===== src/hdl/fdtd_pkg.sv =====
// ----------------------------------------------------------------------------
// fdtd_pkg
// Shared types, register indexes and fixed-point helpers for the 1-D FDTD core.
// ----------------------------------------------------------------------------
package fdtd_pkg;

  // Configuration register indexes.
  localparam int CFG_IW = 3;
  localparam int CFG_DW = 25;
  localparam logic [CFG_IW-1:0] CFG_DIEL_START  = 3'd0;
  localparam logic [CFG_IW-1:0] CFG_GA          = 3'd1;
  localparam logic [CFG_IW-1:0] CFG_GB          = 3'd2;
  localparam logic [CFG_IW-1:0] CFG_GC          = 3'd3;
  localparam logic [CFG_IW-1:0] CFG_RELAX       = 3'd4;
  localparam logic [CFG_IW-1:0] CFG_SRC_CELL    = 3'd5;
  localparam logic [CFG_IW-1:0] CFG_REF_CELL    = 3'd6;
  localparam logic [CFG_IW-1:0] CFG_REF_STEPS   = 3'd7;

  // Stream widths.
  localparam int IN_DW  = 200;
  localparam int OUT_DW = 240;
  localparam int TRIG_W = 26;
  localparam int DFT_W  = 48;

  typedef logic signed [31:0] grid_t;
  typedef logic signed [DFT_W-1:0] dft_t;

  // One grid cell as stored in the field memory.
  typedef struct packed {
    grid_t d;
    grid_t e;
    grid_t h;
    grid_t i;
    grid_t s;
  } cell_row_t;

  // Request to the shared multiply-accumulate unit.
  typedef struct packed {
    logic               en;
    logic               acc;
    logic signed [33:0] a;
    logic signed [25:0] b;
  } mul_req_t;

  typedef enum logic [4:0] {
    ST_CLEAR,
    ST_IDLE,
    ST_P1_RD,
    ST_P1_LD,
    ST_P1_E0,
    ST_P1_E1,
    ST_P1_I0,
    ST_P1_I1,
    ST_P1_S1,
    ST_P1_S2,
    ST_P1_DM,
    ST_P1_DA,
    ST_P1_WR,
    ST_P2_RD0,
    ST_P2_LD0,
    ST_P2_RD,
    ST_P2_LD,
    ST_OUT_RD,
    ST_OUT_LD
  } state_t;

  // Round a Q.24 product to nearest, ties toward +inf.
  function automatic logic signed [36:0] rnd24(input logic signed [60:0] p);
    logic signed [60:0] t;
    t = p + 61'sd8388608;
    return t[60:24];
  endfunction

  // Halve with rounding, ties up.
  function automatic logic signed [33:0] half(input logic signed [33:0] x);
    logic signed [33:0] t;
    t = x + 34'sd1;
    return t >>> 1;
  endfunction

  function automatic grid_t sat32(input logic signed [39:0] v);
    if (v > 40'sd2147483647) return 32'sh7fffffff;
    if (v < -40'sd2147483648) return 32'sh80000000;
    return v[31:0];
  endfunction

  function automatic dft_t sat48(input logic signed [49:0] v);
    if (v > 50'sd140737488355327) return 48'sh7fffffffffff;
    if (v < -50'sd140737488355328) return 48'sh800000000000;
    return v[47:0];
  endfunction

endpackage


===== src/hdl/fdtd_mul.sv =====
// ----------------------------------------------------------------------------
// fdtd_mul
// Shared signed multiply-accumulate unit with a registered result.
// ----------------------------------------------------------------------------
module fdtd_mul (
  input  logic                clk,
  input  fdtd_pkg::mul_req_t  req,
  output logic signed [60:0]  acc_r
);
  import fdtd_pkg::*;

  logic signed [59:0] prod;
  logic signed [60:0] acc_nxt;

  // Product, optionally added to the previous result.
  assign prod    = req.a * req.b;
  assign acc_nxt = 61'(prod) + (req.acc ? acc_r : 61'sd0);

  always_ff @(posedge clk) begin
    if (req.en) begin
      acc_r <= acc_nxt;
    end
  end

endmodule


===== config.mk =====
export PLATFORM = sky130hd
export DESIGN_NAME = fdtd_mul
export DESIGN_NICKNAME = d
export VERILOG_FILES = /design/src/hdl/fdtd_pkg.sv /design/src/hdl/fdtd_mul.sv
export SDC_FILE = /design/constraint.sdc
export NUM_CORES = 2
export LEC_CHECK = 0
export BUFFER_PORTS_ARGS = -buffer_cell sky130_fd_sc_hd__buf_4
export CAP_MARGIN = 20
export CORE_ASPECT_RATIO = 2
export CORE_MARGIN = 2
export CORE_UTILIZATION = 37
export DETAILED_ROUTE_END_ITERATION = 10
export GPL_ROUTABILITY_DRIVEN = 1
export PLACE_DENSITY = 0.64
export SLEW_MARGIN = 20
export SYNTH_ARGS = -nofsm -noshare
export SYNTH_HDL_FRONTEND = slang
export SYNTH_SLANG_ARGS = --single-unit

===== constraint.sdc =====
create_clock -name clk -period 8.1 [get_ports clk]
set_input_delay 1.215 -clock clk [delete_from_list [all_inputs] [get_ports clk]]
set_output_delay 1.215 -clock clk [all_outputs]
set_load 0.1 [all_outputs]

==> impl_metrics.tcl <==
set metrics [dict create \
    fmax_mhz 125.5 \
    tritoncts "done" \
    viasPerCell 4.954 \
    synth_cells 3869 \
    worstHoldStart "acc_r[0]$_DFFE_PP_" \
    grt_pass1_wl_um 172000 \
    overflow 0 \
    post-route-period-util_pct 98.40 \
    worstSetupPathType "primary input to flip-flop" \
    yosysWarnings 0 \
    synth.cell_area_mm2 0.03617 \
    r2r_cells 23 \
    grt_usage_pct 23.33 \
    min_to "acc_r[0]$_DFFE_PP_" \
    tightest_slew_ns 0.9614 \
    drcViolationCount 0 \
    post-route-util_pct 41.86 \
    ys_seq_area_share_pct 5.064 \
    antenna_found_initial 6 \
    setup_viol 0 \
    synth_flop_cell "edfxtp_1" \
    cts.sink_count 61 \
    worst-path-max-fanout 12 \
    finClkSkew_ns 0.01395 \
    areaGrowthSynthToFinish_pct 12.35 \
    period_minus_slack_ns 7.971 \
    crit_required_ns 8.26 \
    die_h_um 446.2 \
    numCtsBuffers 9 \
    crit_arrival_ns 8.13 \
    fin_nets 5370 \
    wl_per_cell_um 20.63 \
    whs_path_depth 2 \
    core.rowCount 162 \
    largestRegisters "acc_r: 61 flops" \
    cp-end-kind "flip-flop" \
    drtAntennaViolNets 0 \
    cpPeakStageDelay_ns 0.52 \
    io_pins 124 \
    dpl.hpwl_um 98780 \
    clockBufferDepth 2 \
    status "complete, no violations" \
    grt_max_degree 62 \
    clockRootBuffer "clkbuf_16" \
    cp-start-kind "primary input" \
    hold_viol 0 \
    syn_nets 5128 \
    maxSlewHeadroom_pct 35.90 \
    clk_pin_slew_ns 0.07 \
    final_cell_mix "1129 x inv_1, 1004 x fa_1, 551 x nand2_1" \
    gp_congestion 0.9610 \
    async_flop_share_pct 0 \
    fp.dieW_um 225.1 \
    yosysUniqueCellTypes 60 \
    reg2reg_to "acc_r[59]$_DFFE_PP_" \
    drtIter0Drc 1152 \
    drv_cap 0 \
    final_common_cell "inv_1" \
    core_mm2 0.09709 \
    drive_gt1_share_pct 10.64 \
    crit_top_cell "fa_1" \
    io_buffers 123 \
    cp_slowest_cell "fa_2" \
    cts_hold_buf 0 \
    grt_setup_unrepaired "true" \
    r2r_slack_ns 0.90 \
    yosys_register_bits 61 \
    postCtsSetupBuffers 0 \
    hold_path.class "flip-flop to flip-flop" \
    grt_pass1_vias 30880 \
    avgSynthCellArea_um2 9.349 \
    initial_utilization_pct 37.26 \
    reg2reg_from "acc_r[24]$_DFFE_PP_" \
    largest_reg_flops 61 \
    wirelength_um 110400 \
    drtPass1Iterations 5 \
    vias 26500 \
    drv_slew 0 \
    synth-edff-count 61 \
    htreeDepth 3 \
    dieArea_mm2 0.1004 \
    regMostFlops "acc_r" \
    clk_latency_ns 0.40 \
]
[metal layers]
layer	GRT usage [%]	routed length, um
met1	20.37	30830
met2	45.26	62940
met3	2.743	4091
met4	21.29	12470
met5	0	39
[through the flow]
step	TNS [ns]	worst slack, ns	hold WS [ns]	cell area [um2]	cells
global route	-0.08443	-0.04840	0.7260	40630	5347
global placement	-3.588	-0.4990	0.6712	40270	5330
detailed placement	-3.594	-0.5142	0.6716	40270	5330
CTS	0	0.009628	0.6982	40580	5346
finish	0	0.1295	0.6994	40640	5349
floorplan	0	0.02287	1.328	36180	3869
[cell usage after synthesis, types with 5 or more instances]
master       n  area, um2
ha_1       190       2377
and2_1     409       2559
xnor2_1     51      446.7
o21ai_0     27      135.1
and3_1       6      37.54
o211ai_1     5      37.54
a21o_1      20      150.1
nand2b_1     8      50.05
nor2_1      50      187.7
nor3_1       6      30.03
nor2b_1      6      37.54
o21a_1       5      37.54
fa_1      1006      20140
edfxtp_1    61       1832
inv_1     1129       4238
xor2_1      18      157.7
nand4_1      5      31.28
nand3_1      8      40.04
a211oi_1     5      37.54
o21ai_1     12      60.06
clkbuf_1   164      615.6
o21bai_1     5      37.54
a21oi_1     63      315.3
nand2_1    553       2076
a31oi_1      5      31.28
[area by class of cell]
| class | count | area (um2) |
|---|---|---|
| Tap cell | 1230 | 1539 |
| Inverter | 1130 | 4242 |
| Sequential cell | 61 | 1832 |
| Timing Repair Buffer | 400 | 3206 |
| Fill cell | 9531 | 56450 |
| Clock buffer | 9 | 225.2 |
| Antenna cell | 3 | 7.507 |
| Clock inverter | 7 | 82.58 |
| Multi-Input combinational cell | 2509 | 29500 |
[how the worst max path moves through the flow]
stage	start	slack (ns)	endpoint
after floorplan	req[59]	0.02	acc_r[59]$_DFFE_PP_
after global placement	req[4]	-0.50	acc_r[60]$_DFFE_PP_
after detailed placement	req[3]	-0.51	acc_r[60]$_DFFE_PP_
after CTS	req[60]	0.01	acc_r[59]$_DFFE_PP_
after global routing	req[5]	-0.05	acc_r[59]$_DFFE_PP_
final	req[5]	0.13	acc_r[59]$_DFFE_PP_
[cell families after synthesis]
family / share of synthesized area (%)
mux: 0.02767
simple gates: 14.26
buf+inv: 13.49
xor+xnor: 1.671
flops: 5.064
fa+ha+maj: 62.25
compound gates: 3.238
[critical path: cells and delay by family]
kind | cells | cell delay, ns
xor gates and xnor gates | 1 | 0.14
AOI/OAI and AO/OA | 4 | 1.06
buffers and inverters | 8 | 1.00
adders and majority gates | 8 | 3.84
and+or+nand+nor | 4 | 0.85
[repair_timing]
action	4_1_cts	5_1_grt
gates resized for setup	1	14
endpoints found under the setup margin	2	10
pin swaps	0	4
endpoints found under the hold margin	0	0
Power is left out: the tool's default activity adds up to more than one toggle a clock period on the data nets, which glitch-free logic cannot reach.
